$ cat config.mk
export PLATFORM = sky130hd
export DESIGN_NAME = wildcard_name_match_top
export DESIGN_NICKNAME = d
export VERILOG_FILES = /design/src/rtl/wnm_pkg.sv /design/src/rtl/wildcard_name_match_top.sv /design/src/rtl/wnm_fifo.sv /design/src/rtl/wnm_front.sv /design/src/rtl/wnm_back.sv
export SDC_FILE = /design/constraint.sdc
export NUM_CORES = 2
export LEC_CHECK = 0
export ABC_CLOCK_PERIOD_IN_PS = 7500
export CAP_MARGIN = 5
export CELL_PAD_IN_SITES_DETAIL_PLACEMENT = 0
export CELL_PAD_IN_SITES_GLOBAL_PLACEMENT = 1
export CORE_ASPECT_RATIO = 1.2
export CORE_MARGIN = 5
export CORE_UTILIZATION = 23
export DETAILED_ROUTE_END_ITERATION = 8
export DONT_BUFFER_PORTS = 1
export PLACE_DENSITY = 0.45
export SLEW_MARGIN = 20
export SYNTH_ARGS = -nofsm -noshare
export SYNTH_HDL_FRONTEND = slang
export SYNTH_SLANG_ARGS = --single-unit
$ cat constraint.sdc
create_clock -name clk -period 7.5 [get_ports clk]
set_clock_uncertainty 0.05 [all_clocks]
set_input_delay 1.5 -clock clk [delete_from_list [all_inputs] [get_ports clk]]
set_output_delay 1.5 -clock clk [all_outputs]
set_load 0.01 [all_outputs]
$ cat src/rtl/wnm_pkg.sv
package wnm_pkg;

	// pattern storage and configuration port
	localparam int PATTERN_BYTES_DEF = 64;
	localparam int NUM_WORDS         = 8;
	localparam int CFG_IDX_W         = 3;
	localparam int CFG_DATA_W        = 64;

	// depth of the queues on either side of the matcher
	localparam int QUEUE_DEPTH = 2;

	// characters with a meaning of their own
	localparam logic [7:0] CH_STAR    = 8'h2A;
	localparam logic [7:0] CH_QMARK   = 8'h3F;
	localparam logic [7:0] CH_SPACE   = 8'h20;
	localparam logic [7:0] CH_FILL    = 8'hFF;
	localparam logic [7:0] CH_LOWER_A = 8'h61;
	localparam logic [7:0] CH_LOWER_Z = 8'h7A;
	localparam logic [7:0] CASE_DIST  = 8'h20;

	// one classified name word, handed from the front to the matcher
	typedef struct packed {
		logic [7:0] fchar;
		logic       skip;
		logic       last;
		logic       empty;
	} char_item_t;

	// a..z to A..Z, everything else unchanged
	function automatic logic [7:0] fold_char(input logic [7:0] c);
		logic [7:0] r;
		r = c;
		if (c >= CH_LOWER_A && c <= CH_LOWER_Z) begin
			r = c - CASE_DIST;
		end
		return r;
	endfunction

endpackage

$ cat src/rtl/wildcard_name_match_top.sv
// wildcard name matcher: a file name streams in one word per character
// (name_char, with last_char on its final character, or a lone empty_name
// word for a name with no characters) and one matched word comes out per
// name. the pattern is up to PATTERN_BYTES folded bytes written through the
// cfg port, eight bytes per register, lowest byte first, ending at the first
// zero byte. '?' takes any one character, '*' skips up to the first character
// equal to the byte after it (no backtracking), all compares ignore a..z
// case, and spaces and 0xff are skipped after the first character. the
// block takes one character per clock unless a pattern write holds it or
// an ending word meets a full result queue: the matcher updates its pattern
// window once per cycle, and a result shows in the result queue in the cycle
// after the ending word is accepted. both sides are two-deep queues, so one
// waiting result does not hold up the input. a cfg write is always accepted
// and holds the input while it lands, while the window reloads from the
// pattern and while it shifts once per position already consumed in the name
module wildcard_name_match_top #(
	parameter int PATTERN_BYTES = wnm_pkg::PATTERN_BYTES_DEF
) (
	input  logic                           clk,
	input  logic                           arst_n,
	// name characters
	input  logic                           push,
	output logic                           full,
	input  logic [7:0]                     name_char,
	input  logic                           last_char,
	input  logic                           empty_name,
	// match results
	output logic                           empty,
	input  logic                           pop,
	output logic                           matched,
	// pattern registers
	input  logic                           cfg_valid,
	output logic                           cfg_ready,
	input  logic [wnm_pkg::CFG_IDX_W-1:0]  cfg_index,
	input  logic [wnm_pkg::CFG_DATA_W-1:0] cfg_data
);
	import wnm_pkg::*;

	char_item_t item;
	logic       item_valid;
	logic       item_take;
	logic       res_push;
	logic       res_match;
	logic       res_full;
	logic       cfg_wr;

	// pattern writes never stall
	assign cfg_ready = 1'b1;
	assign cfg_wr    = cfg_valid && cfg_ready;

	// front: classify each word and queue it
	wnm_front u_front (
		.clk       (clk),
		.arst_n    (arst_n),
		.push      (push),
		.full      (full),
		.name_char (name_char),
		.last_char (last_char),
		.empty_name(empty_name),
		.item_valid(item_valid),
		.item      (item),
		.item_take (item_take)
	);

	// back: pattern window, star scan and mismatch tracking
	wnm_back #(
		.PATTERN_BYTES(PATTERN_BYTES)
	) u_back (
		.clk       (clk),
		.arst_n    (arst_n),
		.cfg_wr    (cfg_wr),
		.cfg_index (cfg_index),
		.cfg_data  (cfg_data),
		.item_valid(item_valid),
		.item      (item),
		.item_take (item_take),
		.res_push  (res_push),
		.res_match (res_match),
		.res_full  (res_full)
	);

	// result queue, oldest result on the output
	wnm_fifo #(
		.WIDTH(1),
		.DEPTH(QUEUE_DEPTH)
	) u_rq (
		.clk    (clk),
		.arst_n (arst_n),
		.wr_en  (res_push),
		.wr_data(res_match),
		.full   (res_full),
		.rd_en  (pop),
		.rd_data(matched),
		.empty  (empty)
	);

endmodule

$ cat src/rtl/wnm_fifo.sv
module wnm_fifo #(
	parameter int WIDTH = 1,
	parameter int DEPTH = 2
) (
	input  logic             clk,
	input  logic             arst_n,
	input  logic             wr_en,
	input  logic [WIDTH-1:0] wr_data,
	output logic             full,
	input  logic             rd_en,
	output logic [WIDTH-1:0] rd_data,
	output logic             empty
);
	// depth must be a power of two, which the block does not check; pointers then wrap on their own
	localparam int PTR_W = (DEPTH > 1) ? $clog2(DEPTH) : 1;
	localparam int CNT_W = $clog2(DEPTH + 1);

	logic [WIDTH-1:0] mem_q [DEPTH];
	logic [PTR_W-1:0] wr_ptr_q;
	logic [PTR_W-1:0] rd_ptr_q;
	logic [CNT_W-1:0] count_q;
	logic             do_wr;
	logic             do_rd;

	assign full    = (count_q == CNT_W'(DEPTH));
	assign empty   = (count_q == '0);
	assign do_wr   = wr_en && !full;
	assign do_rd   = rd_en && !empty;
	assign rd_data = mem_q[rd_ptr_q];

	always_ff @(posedge clk) begin
		if (do_wr) begin
			mem_q[wr_ptr_q] <= wr_data;
		end
	end

	always_ff @(posedge clk or negedge arst_n) begin
		if (!arst_n) begin
			wr_ptr_q <= '0;
			rd_ptr_q <= '0;
			count_q  <= '0;
		end else begin
			if (do_wr) begin
				wr_ptr_q <= wr_ptr_q + PTR_W'(1);
			end
			if (do_rd) begin
				rd_ptr_q <= rd_ptr_q + PTR_W'(1);
			end
			case ({do_wr, do_rd})
				2'b10:   count_q <= count_q + CNT_W'(1);
				2'b01:   count_q <= count_q - CNT_W'(1);
				default: count_q <= count_q;
			endcase
		end
	end

endmodule

$ cat src/rtl/wnm_front.sv
module wnm_front (
	input  logic                clk,
	input  logic                arst_n,
	input  logic                push,
	output logic                full,
	input  logic [7:0]          name_char,
	input  logic                last_char,
	input  logic                empty_name,
	output logic                item_valid,
	output wnm_pkg::char_item_t item,
	input  logic                item_take
);
	import wnm_pkg::*;

	char_item_t in_item;
	logic       q_empty;

	// fold case and flag the characters that are skipped after the first character of a name
	always_comb begin
		in_item.fchar = fold_char(name_char);
		in_item.skip  = (name_char == CH_SPACE) || (name_char == CH_FILL);
		in_item.last  = last_char;
		in_item.empty = empty_name;
	end

	wnm_fifo #(
		.WIDTH($bits(char_item_t)),
		.DEPTH(QUEUE_DEPTH)
	) u_iq (
		.clk    (clk),
		.arst_n (arst_n),
		.wr_en  (push),
		.wr_data(in_item),
		.full   (full),
		.rd_en  (item_take),
		.rd_data(item),
		.empty  (q_empty)
	);

	assign item_valid = !q_empty;

endmodule

$ cat src/rtl/wnm_back.sv
module wnm_back #(
	parameter int PATTERN_BYTES = wnm_pkg::PATTERN_BYTES_DEF
) (
	input  logic                             clk,
	input  logic                             arst_n,
	input  logic                             cfg_wr,
	input  logic [wnm_pkg::CFG_IDX_W-1:0]    cfg_index,
	input  logic [wnm_pkg::CFG_DATA_W-1:0]   cfg_data,
	input  logic                             item_valid,
	input  wnm_pkg::char_item_t              item,
	output logic                             item_take,
	output logic                             res_push,
	output logic                             res_match,
	input  logic                             res_full
);
	import wnm_pkg::*;

	localparam int PAT_W  = PATTERN_BYTES * 8;
	localparam int PIDX_W = $clog2(PATTERN_BYTES + 1);

	// folded pattern as written, and the window starting at the current position
	logic [PAT_W-1:0]  pat_q;
	logic [PAT_W-1:0]  win_q;
	logic [PIDX_W-1:0] pidx_q;
	logic              star_q;
	logic              mism_q;
	logic              start_q;
	// realignment of the window after a pattern write
	logic              aln_busy_q;
	logic              aln_load_q;
	logic [PIDX_W-1:0] aln_cnt_q;

	logic [7:0]        pc;
	logic [7:0]        qc;
	logic              qhit;
	logic              adv1;
	logic              adv2;
	logic              star_n;
	logic              mism_n;
	logic              start_n;
	logic [PAT_W-1:0]  win_n;
	logic              ends;

	assign pc   = win_q[7:0];
	assign qc   = win_q[15:8];
	assign qhit = (qc != '0) && (item.fchar == qc);
	assign ends = item.empty || item.last;

	always_comb begin
		adv1    = 1'b0;
		adv2    = 1'b0;
		star_n  = star_q;
		mism_n  = mism_q;
		start_n = start_q;
		if (!item.empty && !mism_q) begin
			if (star_q) begin
				if (qhit) begin
					adv2   = 1'b1;
					star_n = 1'b0;
				end
			end else if (start_q || !item.skip) begin
				start_n = 1'b0;
				if (pc == '0) begin
					mism_n = 1'b1;
				end else if (pc == CH_STAR) begin
					if (qhit) begin
						adv2 = 1'b1;
					end else begin
						star_n = 1'b1;
					end
				end else if (pc == CH_QMARK || item.fchar == pc) begin
					adv1 = 1'b1;
				end else begin
					mism_n = 1'b1;
				end
			end
		end
		if (adv2) begin
			win_n = win_q >> 16;
		end else if (adv1) begin
			win_n = win_q >> 8;
		end else begin
			win_n = win_q;
		end
		res_match = !mism_n && (star_n ? (win_n[15:8] == '0) : (win_n[7:0] == '0));
	end

	// no word is taken in a cycle that writes the pattern
	assign item_take = item_valid && !cfg_wr && !aln_busy_q && (!ends || !res_full);
	assign res_push  = item_take && ends;

	always_ff @(posedge clk or negedge arst_n) begin
		if (!arst_n) begin
			pat_q <= '0;
		end else if (cfg_wr) begin
			for (int b = 0; b < PATTERN_BYTES; b++) begin
				if (cfg_index == CFG_IDX_W'(b >> 3)) begin
					pat_q[b*8 +: 8] <= fold_char(cfg_data[(b & 7)*8 +: 8]);
				end
			end
		end
	end

	always_ff @(posedge clk or negedge arst_n) begin
		if (!arst_n) begin
			win_q      <= '0;
			pidx_q     <= '0;
			star_q     <= 1'b0;
			mism_q     <= 1'b0;
			start_q    <= 1'b1;
			aln_busy_q <= 1'b0;
			aln_load_q <= 1'b0;
			aln_cnt_q  <= '0;
		end else if (cfg_wr) begin
			aln_busy_q <= 1'b1;
			aln_load_q <= 1'b1;
		end else if (aln_load_q) begin
			win_q      <= pat_q;
			aln_cnt_q  <= pidx_q;
			aln_load_q <= 1'b0;
			aln_busy_q <= (pidx_q != '0);
		end else if (aln_busy_q) begin
			win_q     <= win_q >> 8;
			aln_cnt_q <= aln_cnt_q - PIDX_W'(1);
			if (aln_cnt_q == PIDX_W'(1)) begin
				aln_busy_q <= 1'b0;
			end
		end else if (item_take) begin
			if (ends) begin
				win_q   <= pat_q;
				pidx_q  <= '0;
				star_q  <= 1'b0;
				mism_q  <= 1'b0;
				start_q <= 1'b1;
			end else begin
				win_q   <= win_n;
				star_q  <= star_n;
				mism_q  <= mism_n;
				start_q <= start_n;
				if (adv2) begin
					pidx_q <= pidx_q + PIDX_W'(2);
				end else if (adv1) begin
					pidx_q <= pidx_q + PIDX_W'(1);
				end
			end
		end
	end

endmodule

Word-level counts from Yosys, hierarchy flattened:

Memory sizes are Yosys's and may differ from the RTL's.
Index checks and enable logic that the tools add are counted.

* add/subtract/negate cells: 20
* multiply operators: 0
* divide/modulo/power cells: 0
* magnitude comparators: 18
* equal/unequal tests: 21
* shift operators: 0
* multiplexer cells: 62
* bitwise logic cells: 3
* reductions and logical operators: 66

Operator list (number)
* 512-bit 2-to-1 mux: 6
* 8-bit by 7-bit >= comparator with 1-bit output, second input constant: 9
* 8-bit by 7-bit less-or-equal comparator with 1-bit output, second input constant: 9
* 8-bit 2-to-1 mux: 9
* 8-bit by 6-bit subtractor with 8-bit output, second input constant: 9
* 1-bit 2-to-1 mux: 40
* 7-bit 2-to-1 mux: 5
* 8-bit by 6-bit equality test with 1-bit output, second input constant: 3
* 8-bit zero test: 3
* 1-bit logical AND: 20
* 2-bit AND reduction: 10
* 8-bit equality test: 2
* 3-bit equality test, second input constant: 4
* 1-bit zero test: 11
* 2-bit nonzero test: 5
* 2-bit equality test, second input constant: 4
* 8-bit equality test, second input constant: 1
* 2-bit one-hot mux with 2 select lines: 2
* 8-bit nonzero test: 1
* 7-bit by 1-bit adder with 7-bit output, second input constant: 1
* 7-bit by 2-bit adder with 7-bit output, second input constant: 1
* 7-bit by 1-bit equality test with 1-bit output, second input constant: 1
* 7-bit AND reduction: 1
* 7-bit nonzero test: 1
* other kinds (17): 32

* register bits: 1051
* bits in latches: 0
* RAM bits: 24
* memory bits (read-only): 0
* input bits: 82
* output and inout bits: 4
* word-level logic and storage cells: 215
* memories: 2

Memory list
* u_front.u_iq.mem_q: words 2, bits a word 11, read ports 1, clocked after memory_dff 0, wr ports 1, line wnm_fifo.sv:18 `logic [WIDTH-1:0] mem_q [DEPTH];`
* u_rq.mem_q: words 2, bits a word 1, read ports 1, clocked after memory_dff 0, wr ports 1, line wnm_fifo.sv:18

Depth between registers and ports, before layout:

An unclocked memory read counts as a cell.

* depth after elaboration: 15
* depth in mapped cells: 13
* depth with buffers taken out: 10

Modules after synthesis:

From an unflattened synthesis, not the netlist that was laid out.

* cells, all modules: 5022
* area total of the unflattened synthesis: 50379.6 sq um

Modules (own cells, without submodules)
* wnm_back: times used 1, cells each 4927, area an instance 48964.5 sq um, seq. area each 26101.3 sq um
* wnm_fifo (u_front.u_iq): times used 1, cells each 52, area an instance 988.4 sq um, seq. area each 760.7 sq um
* wnm_fifo (u_rq): times used 1, cells each 21, area an instance 267.8 sq um, seq. area each 160.2 sq um
* wnm_front: times used 1, cells each 20, area an instance 147.6 sq um, seq. area each 0.0 sq um
* wildcard_name_match_top: times used 1, cells each 2, area an instance 11.3 sq um, seq. area each 0.0 sq um

Worst setup path before layout:

No wires, ideal clock.

* kind: input to register
* from: input port cfg_valid
* to: register u_back.win_q[220]
* setup time: 0.135 ns
* arrival: 2.995 ns
* required time: 7.315 ns
* path slack: 4.321 ns
* cell stages on the path: 8
* buffers on the path: 4
* path through: clkbuf_1 -> nand2b_1 -> nand2_1 -> o21ai_1 -> buf_2 -> clkbuf_1 -> buf_1 -> o31ai_1

* word-level cells in the longest chain between the ends: 6
* elaborated cells between the ends (all ways): 7
* those cells by class: bitwise (1); reduce/logical (6)

Ends and longest elaborated chain
* from (decl): line wildcard_name_match_top.sv:32 `input logic cfg_valid,`
* 1-bit zero test: line wnm_back.sv:89 `assign item_take = item_valid && !cfg_wr && !aln_busy_q && (!ends || !res_full);`
* 1-bit logical AND (3 in series): line wnm_back.sv:89
* 3-bit nonzero test (no line)
* 3-bit AND reduction (no line) *
* to (signal assigned): line wnm_back.sv:118 `win_q <= pat_q;`
* to (signal assigned): line wnm_back.sv:123 `win_q <= win_q >> 8;`
* to (signal assigned): line wnm_back.sv:130 `win_q <= pat_q;`
* to (decl): line wnm_back.sv:23 `logic [PAT_W-1:0] win_q;`

Every way passes the cells marked *; elsewhere a longest branch is shown, timed or not.
A chain may end at the register's enable or synchronous reset.

Worst setup path after layout:

* from: register u_front.u_iq.rd_ptr_q
* to: register u_back.win_q[422]

* word-level cells in the longest chain between the ends: 14
* elaborated cells between the ends (all ways): 33
* those cells by class: eq/ne (2); mux (17); reduce/logical (13); memory (1)

Ends and longest elaborated chain
* from (decl): line wnm_fifo.sv:20 `logic [PTR_W-1:0] rd_ptr_q;`
* from (signal assigned): line wnm_fifo.sv:47 `rd_ptr_q <= rd_ptr_q + PTR_W'(1);`
* memory 2 x 11 bit *
* 8-bit equality test: line wnm_back.sv:46 `assign qhit = (qc != '0) && (item.fchar == qc);`
* 1-bit logical AND: line wnm_back.sv:46
* 1-bit 2-to-1 mux: line wnm_back.sv:57, wnm_back.sv:66
* 1-bit 2-to-1 mux: line wnm_back.sv:65 `end else if (pc == CH_STAR) begin`
* 1-bit 2-to-1 mux: line wnm_back.sv:63 `if (pc == '0) begin`
* 1-bit 2-to-1 mux: line wnm_back.sv:61 `end else if (start_q || !item.skip) begin`
* 1-bit 2-to-1 mux: line wnm_back.sv:56 `if (star_q) begin`
* 1-bit 2-to-1 mux: line wnm_back.sv:55 `if (!item.empty && !mism_q) begin`
* 512-bit 2-to-1 mux: line wnm_back.sv:78 `if (adv2) begin`
* 512-bit 2-to-1 mux: line wnm_back.sv:129 `if (ends) begin`
* 512-bit 2-to-1 mux: line wnm_back.sv:128 `end else if (item_take) begin`
* 512-bit 2-to-1 mux: line wnm_back.sv:122 `end else if (aln_busy_q) begin`
* 512-bit 2-to-1 mux: line wnm_back.sv:117 `end else if (aln_load_q) begin`

Every way passes the cells marked *; elsewhere a longest branch is shown, timed or not. The select of a mux whose other input is x is not followed.

==> metrics.txt <==
# TYPE chip_impl_metric gauge
chip_impl_info{name="status",value="finished, final reports clean"} 1
chip_impl_metric{name="cts_made_buffers",unit=""} 135
chip_impl_metric{name="final_nets",unit=""} 6330
chip_impl_metric{name="routed_wire_length_per_instance",unit="um"} 23.8
chip_impl_info{name="setup_repair_after_global_routing_missed_its_margin",value="no"} 1
chip_impl_metric{name="clkLatencyLatePin",unit="ns"} 0.78
chip_impl_info{name="timing.critical_path.to_type",value="flop"} 1
chip_impl_metric{name="cts_post_setup_buffers_inserted",unit=""} 0
chip_impl_metric{name="synth-edff-count",unit=""} 24
chip_impl_metric{name="hold_viol",unit=""} 0
chip_impl_metric{name="clk_path_buf_depth",unit=""} 3
chip_impl_metric{name="pin_count_of_the_biggest_net_entering_global_routing",unit=""} 183
chip_impl_metric{name="report.power.total",unit="mW"} 18.9
chip_impl_metric{name="timing.critical_path.required",unit="ns"} 8.11
chip_impl_metric{name="drt-pass1-iter-count",unit=""} 6
chip_impl_metric{name="synth_nets",unit=""} 6742
chip_impl_metric{name="die_y",unit="um"} 548
chip_impl_metric{name="max_cap_viol_count",unit=""} 0
chip_impl_metric{name="first_global_vias",unit=""} 50857
chip_impl_metric{name="place.detailed.hpwl",unit="um"} 119000
chip_impl_metric{name="synth_seq_cells",unit=""} 1075
chip_impl_info{name="startpoint_type",value="flop"} 1
chip_impl_metric{name="postSynthCellCount",unit=""} 6643
chip_impl_metric{name="routed_wirelength",unit="um"} 227000
chip_impl_metric{name="row_count",unit=""} 197
chip_impl_metric{name="worst_slack",unit="ns"} 2.52
chip_impl_info{name="yosys_most_used_dff",value="sky130_fd_sc_hd__dfrtp_1"} 1
chip_impl_metric{name="post-place-ws",unit="ns"} 2.52
chip_impl_metric{name="cp_max_fo",unit=""} 71
chip_impl_metric{name="boundaryPins",unit=""} 86
chip_impl_metric{name="timing_max_transition_violations_final",unit=""} 0
chip_impl_metric{name="synthesis_warning_total",unit=""} 0
chip_impl_metric{name="die_area",unit="sq um"} 251000
chip_impl_metric{name="worst_margin_pin_slew",unit="ns"} 1.10
chip_impl_info{name="cts_root_buf",value="sky130_fd_sc_hd__clkbuf_16"} 1
chip_impl_metric{name="postCtsResizedCells",unit=""} 0
chip_impl_metric{name="timing.final.crit_share",unit="%"} 66.4
chip_impl_metric{name="cts.reportedPaths.clkPinSlew",unit="ns"} 0.06
chip_impl_info{name="post-synth-top-area-cell",value="sky130_fd_sc_hd__dfrtp_1"} 1
chip_impl_metric{name="relSlewSlack",unit="%"} 26.7
chip_impl_metric{name="routed_via_count_divided_by_cell_count",unit=""} 5.24
chip_impl_metric{name="max_freq",unit="MHz"} 201
chip_impl_metric{name="synth_top_area_share",unit="%"} 47.4
chip_impl_info{name="min-delay-path-class",value="flop to flop"} 1
chip_impl_metric{name="globalRouteTotalUtil",unit="%"} 17.6
chip_impl_metric{name="first_iter_violations",unit=""} 3484
chip_impl_metric{name="power_density_over_cell_area",unit="nW/um^2"} 303
chip_impl_metric{name="synth.yosys.seq_area_share",unit="%"} 48.7
chip_impl_metric{name="synthArstFlopShare",unit="%"} 97.8
chip_impl_info{name="synth.area.top_cells",value="sky130_fd_sc_hd__dfrtp_1 (47%), sky130_fd_sc_hd__nand2_1 (12%), sky130_fd_sc_hd__a21oi_1 (9.0%), sky130_fd_sc_hd__o31ai_1 (6.6%), sky130_fd_sc_hd__o22ai_1 (5.5%)"} 1
chip_impl_metric{name="num_vias",unit=""} 49945
chip_impl_metric{name="die_width",unit="um"} 458
chip_impl_metric{name="power.static_leakage",unit="nW"} 25.0
chip_impl_metric{name="fin_crit_period",unit="ns"} 4.98
chip_impl_metric{name="critPathArrivalTime",unit="ns"} 5.59
chip_impl_metric{name="grt_antenna_before_repair",unit=""} 23
chip_impl_metric{name="clock_sink_count",unit=""} 1075
chip_impl_metric{name="grt_remaining_overflow",unit=""} 0
chip_impl_metric{name="grt_first_pass_wirelength",unit="um"} 342000
chip_impl_metric{name="drc",unit=""} 0
chip_impl_metric{name="flow.area_growth_from_synthesis",unit="%"} 12.6
chip_impl_metric{name="netlist_area",unit="sq um"} 55500
chip_impl_metric{name="fin_tns_setup",unit="ns"} 0
chip_impl_metric{name="layout.filler_cells",unit=""} 26007
chip_impl_metric{name="core_area",unit="sq um"} 240000
chip_impl_metric{name="setup.reg_to_reg.worst_slack",unit="ns"} 2.52
chip_impl_metric{name="synth.distinct_cells",unit=""} 69
chip_impl_metric{name="gp_congestion",unit=""} 0.728
chip_impl_metric{name="holdBufCountCts",unit=""} 0
chip_impl_info{name="criticalPathCategory",value="flop to flop"} 1
chip_impl_metric{name="vdd_drop_max",unit="mV"} 0.211
chip_impl_metric{name="syn_area_per_cell",unit="sq um"} 8.35
chip_impl_metric{name="starting_utilization_of_the_core_area",unit="%"} 23.1
chip_impl_info{name="cts_tree",value="yes"} 1
chip_impl_metric{name="finish_stage_setup_viols",unit=""} 0
chip_impl_metric{name="drive_above_1_share",unit="%"} 7.73
chip_impl_metric{name="htreeDepth",unit=""} 4
chip_impl_metric{name="antenna_left",unit=""} 0
chip_impl_metric{name="buffer_ports.inserted",unit=""} 0
-- registers in the layout, indices dropped and copies added (netlist names) --
| register | cells |
|---|---|
| u_back.pat_q | 512 |
| u_back.win_q | 512 |
| u_front.u_iq.mem_q | 22 |
| u_back.aln_cnt_q | 7 |
| u_back.pidx_q | 7 |
| u_front.u_iq.count_q | 2 |
| u_rq.count_q | 2 |
| u_rq.mem_q | 2 |
| u_back.aln_busy_q | 1 |
| u_back.aln_load_q | 1 |
| u_back.mism_q | 1 |
| u_back.star_q | 1 |
| u_back.start_q | 1 |
| u_front.u_iq.rd_ptr_q | 1 |
| u_front.u_iq.wr_ptr_q | 1 |
| u_rq.rd_ptr_q | 1 |
| u_rq.wr_ptr_q | 1 |
-- worst paths after layout --
check | startpoint | end | cells after the start
max in group asynchronous | arst_n | u_back.win_q[162] | 3
min in group asynchronous | arst_n | u_back.win_q[392] | 1
hold / removal | u_rq.rd_ptr_q | u_rq.rd_ptr_q | 1
setup / recovery | u_front.u_iq.rd_ptr_q | u_back.win_q[422] | 9
hold reg to reg | u_rq.rd_ptr_q | u_rq.rd_ptr_q | 1
setup reg to reg | u_front.u_iq.rd_ptr_q | u_back.win_q[422] | 9
-- power by group --
group	switching (mW)	internal, mW	total [mW]
sequential	1.23	7.16	8.38
clock	2.71	3.81	6.53
combinational	2.62	1.37	3.99
total	6.56	12.3	18.9
-- layout by cell type (no fill, tap or decap), drive strengths merged, types with 9 or more instances in the layout --
cell type,Yosys,routed
a22oi,16,16
nand4,9,9
nand3,9,9
or4,11,11
o211ai,15,15
mux2i,11,11
nor2,48,48
nor4,12,12
o31ai,486,486
clkinv,0,15
diode,0,17
o21ai,714,714
nand2,1757,1757
a21oi,1002,1002
dfrtp,1050,1050
xor2,15,15
inv,28,29
clkbuf,591,206
mux2,167,167
ha,17,17
nor3,10,10
nand2b,9,9
xnor2,14,14
edfxtp,24,24
buf,55,97
o22ai,492,492
-- cell usage after synthesis (4+ instances only) --
master / instances
sky130_fd_sc_hd__buf_6: 4
sky130_fd_sc_hd__buf_1: 24
sky130_fd_sc_hd__nor2_1: 48
sky130_fd_sc_hd__or3_1: 4
sky130_fd_sc_hd__and2_1: 6
sky130_fd_sc_hd__nand4_1: 8
sky130_fd_sc_hd__nor3_1: 9
sky130_fd_sc_hd__o22ai_1: 492
sky130_fd_sc_hd__a22oi_1: 16
sky130_fd_sc_hd__a211oi_1: 5
sky130_fd_sc_hd__o21ai_0: 588
sky130_fd_sc_hd__xnor2_1: 14
sky130_fd_sc_hd__nor4_1: 10
sky130_fd_sc_hd__nand2_1: 1757
sky130_fd_sc_hd__o2111ai_1: 8
sky130_fd_sc_hd__nor2b_1: 5
sky130_fd_sc_hd__nand3_1: 9
sky130_fd_sc_hd__buf_2: 24
sky130_fd_sc_hd__clkbuf_1: 591
sky130_fd_sc_hd__o21ai_1: 125
sky130_fd_sc_hd__dfrtp_1: 1050
sky130_fd_sc_hd__mux2_2: 165
sky130_fd_sc_hd__o31ai_1: 485
sky130_fd_sc_hd__ha_1: 17
sky130_fd_sc_hd__mux2i_1: 11
sky130_fd_sc_hd__o22a_1: 8
sky130_fd_sc_hd__and3_1: 4
sky130_fd_sc_hd__or4_1: 11
sky130_fd_sc_hd__o211ai_1: 15
sky130_fd_sc_hd__inv_1: 27
sky130_fd_sc_hd__a21oi_1: 1002
sky130_fd_sc_hd__nand2b_1: 9
sky130_fd_sc_hd__xor2_1: 15
sky130_fd_sc_hd__edfxtp_1: 24
sky130_fd_sc_hd__a31oi_1: 4
-- critical path, stage by stage (launching register included) --
cell	delay (ns)
sky130_fd_sc_hd__dfrtp_1	0.82
sky130_fd_sc_hd__mux2i_1	0.48
sky130_fd_sc_hd__xor2_1	0.18
sky130_fd_sc_hd__nand4_1	0.10
sky130_fd_sc_hd__nor2_1	0.85
sky130_fd_sc_hd__o21a_1	0.72
sky130_fd_sc_hd__o21ai_4	0.43
sky130_fd_sc_hd__buf_4	0.40
sky130_fd_sc_hd__buf_4	0.43
sky130_fd_sc_hd__o31ai_1	0.35
-- metal layers --
metal	global-route usage, %	up-vias	part of all wire (%)
li1	-	23023	-
met1	22.9	25549	45
met2	30.5	1133	48
met3	2.71	236	4.3
met4	4.59	4	2.2
met5	0	-	0.015
-- area by class of cell --
type                       count  area (sq um)  share of cell area [%]
antenna                       17          42.5                  0.0681
sequential                  1075         27000                    43.2
timing repair buffer          97          1050                    1.68
inverter                      28           113                   0.180
tap                         3184          3980                    6.38
multi-input combinational   4894         26000                    41.6
clock inverter                22           234                   0.374
clock buffer                 206          4030                    6.45
-- metrics by stage --
stage,area [sq um],utilization [%],hold slack [ns],instances
CTS,62400,26.0,0.434,9506
floorplan,55500,-,0.397,6643
global route,62500,26.0,0.439,9516
detailed placement,58200,24.2,0.420,9278
finish,62500,26.0,0.429,9523
global placement,58200,24.2,0.412,9278
-- logic make-up after synthesis --
| group | after synthesis | share of synthesized area, % |
|---|---|---|
| muxes | 178 | 3.60 |
| and+or+nand+nor | 1896 | 13.3 |
| DFF | 1075 | 48.7 |
| xor gates and xnor gates | 29 | 0.458 |
| adders and majority gates | 17 | 0.383 |
| buffers and inverters | 674 | 4.69 |
| AOI/OAI and AO/OA | 2773 | 28.8 |
| other | 1 | 0.00676 |
No activity file was read; power rests on OpenSTA's default activity.
